**src/rtl/core/dvru_pkg.sv**
```systemverilog
// ----------------------------------------------------------------------------
// dvru_pkg
// Shared types and constants for the distance-vector route update block.
// ----------------------------------------------------------------------------
package dvru_pkg;

  localparam int NODES   = 16;
  localparam int IDX_W   = 4;
  localparam int COST_W  = 32;
  localparam int HOP_W   = 5;
  localparam int OP_W    = 2;
  localparam int Q_DEPTH = 2;
  localparam int Q_PTR_W = 1;
  localparam int Q_CNT_W = 2;

  localparam logic [OP_W-1:0] OP_LOAD  = 2'd0;
  localparam logic [OP_W-1:0] OP_ADV   = 2'd1;
  localparam logic [OP_W-1:0] OP_QUERY = 2'd2;

  localparam logic KIND_ENTRY = 1'b0;
  localparam logic KIND_QUERY = 1'b1;

  localparam logic [COST_W-1:0] COST_NONE = 32'hFFFF_FFFF;
  localparam logic [COST_W-1:0] COST_MAX  = 32'h7FFF_FFFF;
  localparam logic [HOP_W-1:0]  HOP_NONE  = 5'h1F;

  typedef enum logic [1:0] {
    CMD_LOAD,
    CMD_ADV,
    CMD_QUERY
  } cmd_kind_t;

  typedef struct packed {
    cmd_kind_t          kind;
    logic [IDX_W-1:0]   node;
    logic [IDX_W-1:0]   target;
    logic [COST_W-1:0]  cost;
  } cmd_t;

endpackage

```
**src/rtl/core/dvru_front.sv**
```systemverilog
// ----------------------------------------------------------------------------
// dvru_front
// Decodes input beats, drops ones that can never act, normalizes costs.
// ----------------------------------------------------------------------------
module dvru_front (
  input  logic                          in_valid,
  input  logic [dvru_pkg::OP_W-1:0]     in_op,
  input  logic [dvru_pkg::IDX_W-1:0]    in_node,
  input  logic [dvru_pkg::IDX_W-1:0]    in_target,
  input  logic [dvru_pkg::COST_W-1:0]   in_cost,
  input  logic [dvru_pkg::IDX_W-1:0]    own_node,
  input  logic                          q_full,
  output logic                          push,
  output dvru_pkg::cmd_t                push_cmd
);
  import dvru_pkg::*;

  logic keep;

  always_comb begin
    keep              = 1'b0;
    push_cmd.kind     = CMD_QUERY;
    push_cmd.node     = in_node;
    push_cmd.target   = in_target;
    push_cmd.cost     = in_cost;
    unique case (in_op)
      OP_LOAD: begin
        keep          = 1'b1;
        push_cmd.kind = CMD_LOAD;
        if (in_cost[COST_W-1]) begin
          push_cmd.cost = COST_NONE;
        end
      end
      OP_ADV: begin
        // unreachable adverts and our own echoes never change the table
        keep          = !in_cost[COST_W-1] && (in_node != own_node);
        push_cmd.kind = CMD_ADV;
      end
      OP_QUERY: begin
        keep          = 1'b1;
        push_cmd.kind = CMD_QUERY;
      end
      default: keep = 1'b0;
    endcase
    push = in_valid && !q_full && keep;
  end

endmodule

```
**src/rtl/core/dvru_queue.sv**
```systemverilog
// ----------------------------------------------------------------------------
// dvru_queue
// Short command queue between the decode front and the table back end.
// ----------------------------------------------------------------------------
module dvru_queue (
  input  logic            clk,
  input  logic            rst_n,
  input  logic            push,
  input  dvru_pkg::cmd_t  push_cmd,
  input  logic            pop,
  output logic            full,
  output logic            q_valid,
  output dvru_pkg::cmd_t  q_cmd
);
  import dvru_pkg::*;

  cmd_t                mem [Q_DEPTH];
  logic [Q_PTR_W-1:0]  wr_ptr_r;
  logic [Q_PTR_W-1:0]  rd_ptr_r;
  logic [Q_CNT_W-1:0]  cnt_r;
  logic [Q_CNT_W-1:0]  cnt_nxt;

  assign full    = (cnt_r == Q_CNT_W'(Q_DEPTH));
  assign q_valid = (cnt_r != '0);
  assign q_cmd   = mem[rd_ptr_r];

  always_comb begin
    cnt_nxt = cnt_r;
    if (push && !pop) begin
      cnt_nxt = cnt_r + 1'b1;
    end else if (pop && !push) begin
      cnt_nxt = cnt_r - 1'b1;
    end
  end

  always_ff @(posedge clk) begin
    if (push) begin
      mem[wr_ptr_r] <= push_cmd;
    end
  end

  always_ff @(posedge clk) begin
    if (!rst_n) begin
      wr_ptr_r <= '0;
      rd_ptr_r <= '0;
      cnt_r    <= '0;
    end else begin
      if (push) begin
        wr_ptr_r <= wr_ptr_r + 1'b1;
      end
      if (pop) begin
        rd_ptr_r <= rd_ptr_r + 1'b1;
      end
      cnt_r <= cnt_nxt;
    end
  end

endmodule

```
**src/rtl/core/dvru_back.sv**
```systemverilog
// ----------------------------------------------------------------------------
// dvru_back
// Route tables, relaxation of advertised entries and the result register.
// ----------------------------------------------------------------------------
module dvru_back (
  input  logic                          clk,
  input  logic                          rst_n,
  input  logic                          q_valid,
  input  dvru_pkg::cmd_t                q_cmd,
  output logic                          pop,
  output logic                          out_valid,
  input  logic                          out_stall,
  output logic                          out_kind,
  output logic [dvru_pkg::IDX_W-1:0]    out_dest,
  output logic [dvru_pkg::COST_W-1:0]   out_best_cost,
  output logic [dvru_pkg::HOP_W-1:0]    out_hop
);
  import dvru_pkg::*;

  logic [COST_W-1:0] link_cost_r [NODES];
  logic [COST_W-1:0] best_cost_r [NODES];
  logic [HOP_W-1:0]  next_hop_r  [NODES];

  logic              out_valid_r;
  logic              out_kind_r;
  logic [IDX_W-1:0]  out_dest_r;
  logic [COST_W-1:0] out_cost_r;
  logic [HOP_W-1:0]  out_hop_r;

  logic [COST_W-1:0] lc;
  logic [COST_W-1:0] bc;
  logic [COST_W-1:0] sum;
  logic [COST_W-1:0] sat;
  logic              better;
  logic [HOP_W-1:0]  src_hop;

  assign out_valid     = out_valid_r;
  assign out_kind      = out_kind_r;
  assign out_dest      = out_dest_r;
  assign out_best_cost = out_cost_r;
  assign out_hop       = out_hop_r;

  assign pop = q_valid && (!out_valid_r || !out_stall);

  always_comb begin
    lc      = link_cost_r[q_cmd.node];
    bc      = best_cost_r[q_cmd.target];
    // both operands are non-negative, so bit 31 of the sum flags overflow
    sum     = {1'b0, lc[COST_W-2:0]} + {1'b0, q_cmd.cost[COST_W-2:0]};
    sat     = sum[COST_W-1] ? COST_MAX : sum;
    better  = bc[COST_W-1] || (sat < bc);
    src_hop = {1'b0, q_cmd.node};
  end

  always_ff @(posedge clk) begin
    if (!rst_n) begin
      out_valid_r <= 1'b0;
      for (int i = 0; i < NODES; i++) begin
        link_cost_r[i] <= COST_NONE;
        best_cost_r[i] <= COST_NONE;
        next_hop_r[i]  <= HOP_NONE;
      end
    end else begin
      if (out_valid_r && !out_stall) begin
        out_valid_r <= 1'b0;
      end
      if (pop) begin
        unique case (q_cmd.kind)
          CMD_LOAD: begin
            link_cost_r[q_cmd.node] <= q_cmd.cost;
            best_cost_r[q_cmd.node] <= q_cmd.cost;
            if (q_cmd.cost[COST_W-1] || (q_cmd.cost == '0)) begin
              next_hop_r[q_cmd.node] <= HOP_NONE;
            end else begin
              next_hop_r[q_cmd.node] <= src_hop;
            end
          end
          CMD_ADV: begin
            if (!lc[COST_W-1] && better) begin
              best_cost_r[q_cmd.target] <= sat;
              next_hop_r[q_cmd.target]  <= src_hop;
              out_valid_r <= 1'b1;
              out_kind_r  <= KIND_ENTRY;
              out_dest_r  <= q_cmd.target;
              out_cost_r  <= sat;
              out_hop_r   <= src_hop;
            end
          end
          CMD_QUERY: begin
            out_valid_r <= 1'b1;
            out_kind_r  <= KIND_QUERY;
            out_dest_r  <= q_cmd.target;
            out_cost_r  <= bc;
            out_hop_r   <= next_hop_r[q_cmd.target];
          end
          default: ;
        endcase
      end
    end
  end

endmodule

```
**src/rtl/core/distance_vector_route_update.sv**
```systemverilog
// ----------------------------------------------------------------------------
// distance_vector_route_update
// Distance-vector routing table: link cost loads, relaxation of advertised
// entries with saturating sums, and next-hop queries.
//
//   channel  dir  handshake          payload
//   in_      in   in_valid/in_stall  op, node, target, cost
//   out_     out  out_valid/out_stall kind, dest, best_cost, hop
//   cfg_     in   cfg_valid/cfg_ready own_node
//
// One beat per cycle sustained while in_stall is low; an accepted beat goes
// into a queue entry, then one table read-add-write; queries and improving
// adverts load the result register. The two-entry queue decouples input
// acceptance from output stalls. Synchronous active-low reset sets all costs
// and hops to none. cfg_ready is always high.
// ----------------------------------------------------------------------------
module distance_vector_route_update (
  input  logic                          clk,
  input  logic                          rst_n,
  input  logic                          in_valid,
  output logic                          in_stall,
  input  logic [dvru_pkg::OP_W-1:0]     in_op,
  input  logic [dvru_pkg::IDX_W-1:0]    in_node,
  input  logic [dvru_pkg::IDX_W-1:0]    in_target,
  input  logic [dvru_pkg::COST_W-1:0]   in_cost,
  output logic                          out_valid,
  input  logic                          out_stall,
  output logic                          out_kind,
  output logic [dvru_pkg::IDX_W-1:0]    out_dest,
  output logic [dvru_pkg::COST_W-1:0]   out_best_cost,
  output logic [dvru_pkg::HOP_W-1:0]    out_hop,
  input  logic                          cfg_valid,
  output logic                          cfg_ready,
  input  logic [dvru_pkg::IDX_W-1:0]    cfg_own_node
);
  import dvru_pkg::*;

  logic [IDX_W-1:0] own_node_r;
  logic             push;
  cmd_t             push_cmd;
  logic             q_full;
  logic             q_valid;
  cmd_t             q_cmd;
  logic             pop;

  assign cfg_ready = 1'b1;
  assign in_stall  = q_full;

  always_ff @(posedge clk) begin
    if (!rst_n) begin
      own_node_r <= '0;
    end else if (cfg_valid && cfg_ready) begin
      own_node_r <= cfg_own_node;
    end
  end

  dvru_front u_front (
    .in_valid  (in_valid),
    .in_op     (in_op),
    .in_node   (in_node),
    .in_target (in_target),
    .in_cost   (in_cost),
    .own_node  (own_node_r),
    .q_full    (q_full),
    .push      (push),
    .push_cmd  (push_cmd)
  );

  dvru_queue u_queue (
    .clk      (clk),
    .rst_n    (rst_n),
    .push     (push),
    .push_cmd (push_cmd),
    .pop      (pop),
    .full     (q_full),
    .q_valid  (q_valid),
    .q_cmd    (q_cmd)
  );

  dvru_back u_back (
    .clk           (clk),
    .rst_n         (rst_n),
    .q_valid       (q_valid),
    .q_cmd         (q_cmd),
    .pop           (pop),
    .out_valid     (out_valid),
    .out_stall     (out_stall),
    .out_kind      (out_kind),
    .out_dest      (out_dest),
    .out_best_cost (out_best_cost),
    .out_hop       (out_hop)
  );

endmodule

```
**config.mk**
```make
export PLATFORM = sky130hd
export DESIGN_NAME = distance_vector_route_update
export DESIGN_NICKNAME = d
export VERILOG_FILES = /design/src/rtl/core/dvru_pkg.sv /design/src/rtl/core/dvru_front.sv /design/src/rtl/core/dvru_queue.sv /design/src/rtl/core/dvru_back.sv /design/src/rtl/core/distance_vector_route_update.sv
export SDC_FILE = /design/constraint.sdc
export NUM_CORES = 2
export LEC_CHECK = 0
export BUFFER_PORTS_ARGS = -buffer_cell sky130_fd_sc_hd__buf_2
export CAP_MARGIN = 20
export CORE_MARGIN = 2
export CORE_UTILIZATION = 63
export CTS_BUF_LIST = sky130_fd_sc_hd__clkbuf_16
export DETAILED_ROUTE_END_ITERATION = 8
export PLACE_DENSITY_LB_ADDON = 0.05
export SLEW_MARGIN = 20
export SYNTH_ARGS = -nofsm -noshare
export SYNTH_HDL_FRONTEND = slang
export SYNTH_HIERARCHICAL = 1
export SYNTH_SLANG_ARGS = --single-unit
```
**constraint.sdc**
```tcl
create_clock -name clk -period 9.95 [get_ports clk]
set_input_delay 0.995 -clock clk [delete_from_list [all_inputs] [get_ports clk]]
set_output_delay 0.995 -clock clk [all_outputs]
set_load 0.1 [all_outputs]
```
# [Word level (Yosys, flattened, before mapping)]
# Memory sizes are Yosys's and may differ from the RTL's. A register that Yosys moved wholly into a read port is not among the register bits.
# Index checks and enable logic that the tools add are counted.
# W data, S select, Z words.
[word_totals] reg_bits=51 wordCells=117 mem_count=4 ramBits=1188
[classes] n_addsub=5 order_cmp=1 reduce_logical=31 n_eq_ne=7 bitwise=1 n_mux=59
[mem_list] name="u_back.best_cost_r" words=16 word_bits=32 rd=1 rd_ports_with_merged_regs=0 wr=16 line_no="dvru_back.sv:21" text="logic [COST_W-1:0] best_cost_r [NODES];"
[mem_list] name="u_back.link_cost_r" words=16 word_bits=32 rd=1 rd_ports_with_merged_regs=0 wr=16 line_no="dvru_back.sv:20" text="logic [COST_W-1:0] link_cost_r [NODES];"
[mem_list] name="u_queue.mem" words=2 word_bits=42 rd=1 rd_ports_with_merged_regs=1 wr=1 line_no="dvru_queue.sv:17" text="cmd_t mem [Q_DEPTH];"
[mem_list] name="u_back.next_hop_r" words=16 word_bits=5 rd=1 rd_ports_with_merged_regs=0 wr=16 line_no="dvru_back.sv:22" text="logic [HOP_W-1:0] next_hop_r [NODES];"
[op_table] operator="$mux W32" count=6
[op_table] operator="$reduce_or A32 Y1" count=3
[op_table] operator="$pmux W32 S2" count=1
[op_table] operator="$mux W1" count=33
[op_table] operator="$add A31 B31 Y32" count=1
[op_table] operator="$logic_not A32 Y1" count=1
[op_table] operator="$lt A32 B32 Y1" count=1
[op_table] operator="$mux W31" count=1
[op_table] operator="$mux W4" count=6
[op_table] operator="$mux W5" count=4
[op_table] operator="$pmux W5 S2" count=1
[op_table] operator="$reduce_or A5 Y1" count=2
[op_table] operator="$logic_and A1 B1 Y1" count=8
[op_table] operator="$pmux W4 S2" count=1
[op_table] operator="$logic_not A1 Y1" count=7
[op_table] operator="$eq A2 B2 Y1 const B" count=3
[op_table] operator="$pmux W1 S2" count=3
[op_table] operator="$reduce_bool A2 Y1" count=3
[op_table] operator="$eq A2 B1 Y1 const B" count=2
[op_table] operator="$logic_not A2 Y1" count=2
[op_table] operator="$mux W2" count=2
[op_table] operator="$ne A4 B4 Y1" count=1
[op_table] operator="$pmux W2 S2" count=1
[op_table] operator="$reduce_and A4 Y1" count=1
[op_table] operator="7 further kinds" count=10

# [Longest topological paths before layout]
# An unclocked memory read counts as a cell.
[depth] depth_word=13 depth_mapped=31

# [Hierarchy]
# Netlist, hierarchy kept.
[modules_own_cells] module="dvru_back" seq_area_each_um2=34433.0 instances=1 area_per_inst_um2=54083.1 cells_per_inst=3600
[modules_own_cells] module="dvru_queue" seq_area_each_um2=2622.5 instances=1 area_per_inst_um2=3251.9 cells_per_inst=153
[modules_own_cells] module="dvru_front" seq_area_each_um2=0.0 instances=1 area_per_inst_um2=357.8 cells_per_inst=54
[modules_own_cells] module="distance_vector_route_update" seq_area_each_um2=80.1 instances=1 area_per_inst_um2=167.7 cells_per_inst=15

# [Least setup slack after synthesis]
# Ideal clock, no wire load.
[synth_path] path_kind="register to register" start="register (tool-made name)" end="memory u_back.best_cost_r[5][0] (enable)" synth_period_minus_slack_ns=9.072 stages_incl_launch_ff=27 arrival_time_ns=8.678 setup_slack_ns=0.878 path_buffers=7 cell_sequence="dfxtp_1 > buf_2 > buf_4 > mux2_2 > clkbuf_1 > clkbuf_1 > buf_1 > mux4_2 > mux4_2 > ha_1 > buf_2 > and3_1 > and2_1 > a221oi_1 > o31ai_1 > a311o_1 > and4b_1 > or3_1 > ha_1 > and4_1 > a221o_1 > a2111oi_1 > o211a_1 > buf_1 > nand4b_1 > a22oi_2 > nand2b_1"
[synth_lines] item="to (decl)" line_no="dvru_back.sv:21"

==> flow_summary.yaml <==
outcome:
  outcome: "completed"
place:
  place.gp.congestion: 0.908
  place.port_buffers: 94
  detailedPlace.worstSlack_ns: 0.181
  place.detailed.instances: 4824
  hpwl_mm: 93.9
synth:
  yosysSeqAreaShare_pct: 64.2
  commonest_register_cell_after_synthesis: "sky130_fd_sc_hd__edfxtp_1"
  post_synth.cell_area_avg_sq_um: 15.1
  synth_fp_nets: 3939
  area_leader_netlist: "sky130_fd_sc_hd__edfxtp_1"
  most_common_cell_in_the_netlist: "sky130_fd_sc_hd__edfxtp_1"
  synth.distinct_cells: 86
  synthesized_instance_count: 3822
  ys_async_sr_fraction_pct: 0
  netlist.area_leader.share_pct: 63.8
  synth_top_cells_by_count: "sky130_fd_sc_hd__edfxtp_1 (1,230), sky130_fd_sc_hd__nand2_1 (529), sky130_fd_sc_hd__or3_1 (486)"
  yosysWarningCount: 6
  synthTopCellsByArea: "sky130_fd_sc_hd__edfxtp_1 (64%), sky130_fd_sc_hd__mux4_2 (13%), sky130_fd_sc_hd__or3_1 (5.3%), sky130_fd_sc_hd__nand2_1 (3.4%), sky130_fd_sc_hd__clkbuf_1 (1.5%)"
  syn_area_sq_um: 57900
  synth-edff-count: 1230
  flops_latches_synth: 1240
routing:
  number_of_remaining_drc_errors: 0
  drtPass1Iterations: 6
  wirelength_mm: 158
  detail_route.iter0.violations: 4821
  detail_route.wl_per_cell_um: 31.3
  detailroute.via_count: 35000
  drtAntennaViolNets: 0
  via_per_inst: 6.92
setup_path:
  r2r.worst_path.cells: 22
  timing.rr.end: "u_back/best_cost_r[0][10]"
  r2r_setup_slack_ns: 0.37
  worstPathRequired_ns: 10.29
  setup.worst_path.start_class: "flop"
  timing.critical_path.from: "u_queue/mem[0][36]"
  critPathArrivalTime_ns: 9.92
  critical_path_class: "flop to flop"
  endpoint_kind: "flop"
  regToRegStartpoint: "u_queue/mem[0][36]"
  worstPathMaxFanout: 49
power:
  swShare_pct: 31.7
  power.share.sequential_pct: 44.6
  share_of_total_power_in_combinational_logic_pct: 22.7
  totalPowerFinal_mw: 13.2
  power.leakage_nw: 16.1
  share_clk_of_total_power_pct: 32.7
  internal-power_mw: 8.99
  p_sw_mw: 4.18
  vdd_ir_drop_max_mv: 0.180
  cellPowerDensity_nw_per_um2: 208
sta:
  holdWs_ns: 0.458
  timing.final.hold_violations: 0
  finalSetupViolCount: 0
  post-route-min-period_ns: 9.58
  max_clock_freq_mhz: 104
  final-max-slew-violation-count: 0
  minimum_setup_slack_in_the_final_design_ns: 0.374
  worst_clock_skew_ns: 0.0244
  timing_worst_slew_pin_value_ns: 1.11
  final_period_utilization_pct: 96.2
  max-slew-margin-rel_pct: 25.9
grt:
  globalRoute.totalOverflow: 0
  first_global_vias: 35000
  grt_use_total_pct: 34.3
  grt_first_pass_wirelength_mm: 234
  antenna_found_initial: 4
  maximum_number_of_pins_on_one_net_before_global_route_repair: 130
floorplanning:
  top_level_ports: 96
  initial_core_util_pct: 63.3
  die_h_um: 307
  core_sq_um: 91400
  design.die.area_sq_um: 94300
  row_count: 111
  fp.dieW_um: 307
cts:
  cts_htree_levels: 3
  tritoncts.num_buffers: 121
  clk_pin_slew_ns: 0.06
  ctsRootBufferMaster: "sky130_fd_sc_hd__clkbuf_16"
  cts_num_sinks: 1240
  worst_skew_pair.late_latency_ns: 0.74
  cts_tree: "built"
  max-clock-path-buffers: 3
  cts_hold_repair.buffers: 0
hold_path:
  min-delay-start: "in_target[2]"
  hold_path.class: "primary input to flop"
  worst_hold_path.num_cells: 1
  holdPathEnd: "u_queue/mem[1][34]"
layout:
  drive_above_1_share_pct: 23.5
  synthToLayoutAreaGrowth_pct: 9.27
  numnets_final: 3880
  number_of_non_filler_instances_in_the_completed_layout: 5058
job:
  max-cap-violations: 0
-- repair_timing --
item                                   CTS  global route
setup endpoints to repair                0          1152
setup buffers                            0             0
endpoints found under the hold margin    0             0
resized for setup                        0             5
-- through the flow --
stage | utilization (%) | setup TNS (ns) | instance area (sq um)
2_1_floorplan | - | 0 | 57900
3_3_place_gp | 65.0 | 0 | 59400
3_5_place_dp | 65.0 | 0 | 59400
4_1_cts | 69.1 | 0 | 63100
5_1_grt | 69.2 | -0.000363 | 63200
6_report | 69.2 | 0 | 63200
-- power groups by stage --
stage	Sequential (mW)	Combinational [mW]	Clock, mW
2_1_floorplan	6.09	1.88	0
3_3_place_gp	5.97	2.87	0
3_5_place_dp	5.98	2.92	0
4_1_cts	5.87	2.93	4.35
5_1_grt	5.87	3.14	4.54
6_report	5.87	2.98	4.31
-- critical path, cell delays in order, from the launching register on --
cell and delay (ns):
sky130_fd_sc_hd__edfxtp_1 0.46, sky130_fd_sc_hd__mux2_8 0.53, sky130_fd_sc_hd__buf_12 0.44, sky130_fd_sc_hd__mux4_2 0.58, sky130_fd_sc_hd__mux4_2 0.51, sky130_fd_sc_hd__ha_1 0.39
sky130_fd_sc_hd__nand3_1 0.18, sky130_fd_sc_hd__nor3_1 0.45, sky130_fd_sc_hd__o221ai_1 0.45, sky130_fd_sc_hd__a211oi_1 0.58, sky130_fd_sc_hd__o21ai_0 0.21, sky130_fd_sc_hd__and3_1 0.17
sky130_fd_sc_hd__o21ai_0 0.54, sky130_fd_sc_hd__ha_1 0.36, sky130_fd_sc_hd__and3_1 0.19, sky130_fd_sc_hd__nand3_1 0.15, sky130_fd_sc_hd__or3_1 0.23, sky130_fd_sc_hd__a21oi_1 0.11
sky130_fd_sc_hd__a2111oi_2 0.63, sky130_fd_sc_hd__o211a_1 0.35, sky130_fd_sc_hd__nand2_2 0.36, sky130_fd_sc_hd__o21ai_4 0.28, sky130_fd_sc_hd__or2_2 0.86
-- logic make-up after synthesis --
| family | after synthesis | synth area share, % |
|---|---|---|
| AOI/OAI and AO/OA | 237 | 2.67 |
| xor gates and xnor gates | 23 | 0.348 |
| adders and majority gates | 66 | 1.44 |
| buffers and inverters | 437 | 3.64 |
| DFF | 1240 | 64.2 |
| muxes | 429 | 15.5 |
| other | 1 | 0.00648 |
| and+or+nand+nor | 1389 | 12.2 |
-- cell type report --
| class | instances | area, sq um |
|---|---|---|
| Fill cell | 6030 | 28200 |
| Sequential cell | 1240 | 37100 |
| Timing Repair Buffer | 209 | 1620 |
| Clock buffer | 122 | 3050 |
| Inverter | 45 | 169 |
| Antenna cell | 4 | 10.0 |
| Multi-Input combinational cell | 2146 | 19100 |
| Clock inverter | 106 | 659 |
| Tap cell | 1186 | 1480 |
-- metal layers --
metal	part of all wire (%)	wire length, um	up-vias	global-route usage [%]
met5	0	0	-	0
met4	3.3	5270	0	11.2
met3	12	19000	304	6.62
met2	47	74100	2316	52.7
met1	38	60100	17800	50.5
li1	-	-	14600	-
-- worst max-delay path by stage --
stage | endpoint
floorplan | u_back/best_cost_r[5][0]
detailed placement | u_back/best_cost_r[14][18]
global route | u_back/best_cost_r[0][7]
global placement | u_back/best_cost_r[14][12]
CTS | u_back/best_cost_r[14][17]
finish | u_back/best_cost_r[0][10]
-- state kept, by name (all words and copies together) (netlist names), named ones only --
| name | cells |
|---|---|
| u_back/out_hop | 5 |
| u_back/out_dest | 4 |
| u_back/out_kind | 1 |
| u_queue/wr_ptr_r | 1 |
| u_queue/rd_ptr_r | 1 |
| u_queue/mem | 84 |
| u_back/next_hop_r | 80 |
| u_back/out_valid | 1 |
| u_back/best_cost_r | 512 |
| u_queue/cnt_r | 2 |
| u_back/out_best_cost | 32 |
| u_back/link_cost_r | 512 |
| own_node_r | 4 |
-- layout by cell type, fill, tap and decap left out, types with 6 or more instances in the layout --
| cell | Yosys | layout |
|---|---|---|
| sky130_fd_sc_hd__o21a_1 | 16 | 15 |
| sky130_fd_sc_hd__and3_1 | 6 | 6 |
| sky130_fd_sc_hd__buf_4 | 34 | 93 |
| sky130_fd_sc_hd__buf_12 | 1 | 21 |
| sky130_fd_sc_hd__mux2i_4 | 25 | 26 |
| sky130_fd_sc_hd__nand4_1 | 9 | 9 |
| sky130_fd_sc_hd__nand3_1 | 155 | 155 |
| sky130_fd_sc_hd__mux2i_1 | 7 | 6 |
| sky130_fd_sc_hd__or3_1 | 486 | 485 |
| sky130_fd_sc_hd__nor4_1 | 11 | 11 |
| sky130_fd_sc_hd__xor2_1 | 15 | 15 |
| sky130_fd_sc_hd__nor2b_1 | 15 | 14 |
| sky130_fd_sc_hd__nand2_1 | 529 | 526 |
| sky130_fd_sc_hd__edfxtp_1 | 1230 | 1230 |
| sky130_fd_sc_hd__buf_2 | 56 | 94 |
| sky130_fd_sc_hd__o21ai_4 | 0 | 17 |
| sky130_fd_sc_hd__mux2_2 | 49 | 42 |
| sky130_fd_sc_hd__mux4_2 | 344 | 344 |
| sky130_fd_sc_hd__clkinv_2 | 0 | 25 |
| sky130_fd_sc_hd__nor3_1 | 11 | 11 |
| sky130_fd_sc_hd__inv_1 | 43 | 65 |
| sky130_fd_sc_hd__clkinv_1 | 2 | 42 |
| sky130_fd_sc_hd__or2_2 | 48 | 48 |
| sky130_fd_sc_hd__ha_1 | 65 | 64 |
| sky130_fd_sc_hd__and2_1 | 8 | 7 |
| sky130_fd_sc_hd__a21oi_1 | 65 | 65 |
| sky130_fd_sc_hd__o21ai_0 | 62 | 46 |
| sky130_fd_sc_hd__xnor2_1 | 8 | 8 |
| sky130_fd_sc_hd__a21o_1 | 19 | 15 |
| sky130_fd_sc_hd__nand2b_1 | 20 | 14 |
| sky130_fd_sc_hd__clkbuf_16 | 0 | 122 |
| sky130_fd_sc_hd__a211oi_1 | 9 | 9 |
| sky130_fd_sc_hd__nor2_1 | 66 | 66 |
| sky130_fd_sc_hd__dfxtp_1 | 10 | 9 |
| sky130_fd_sc_hd__clkinvlp_4 | 0 | 6 |
Power figures use the tool's default switching activity.
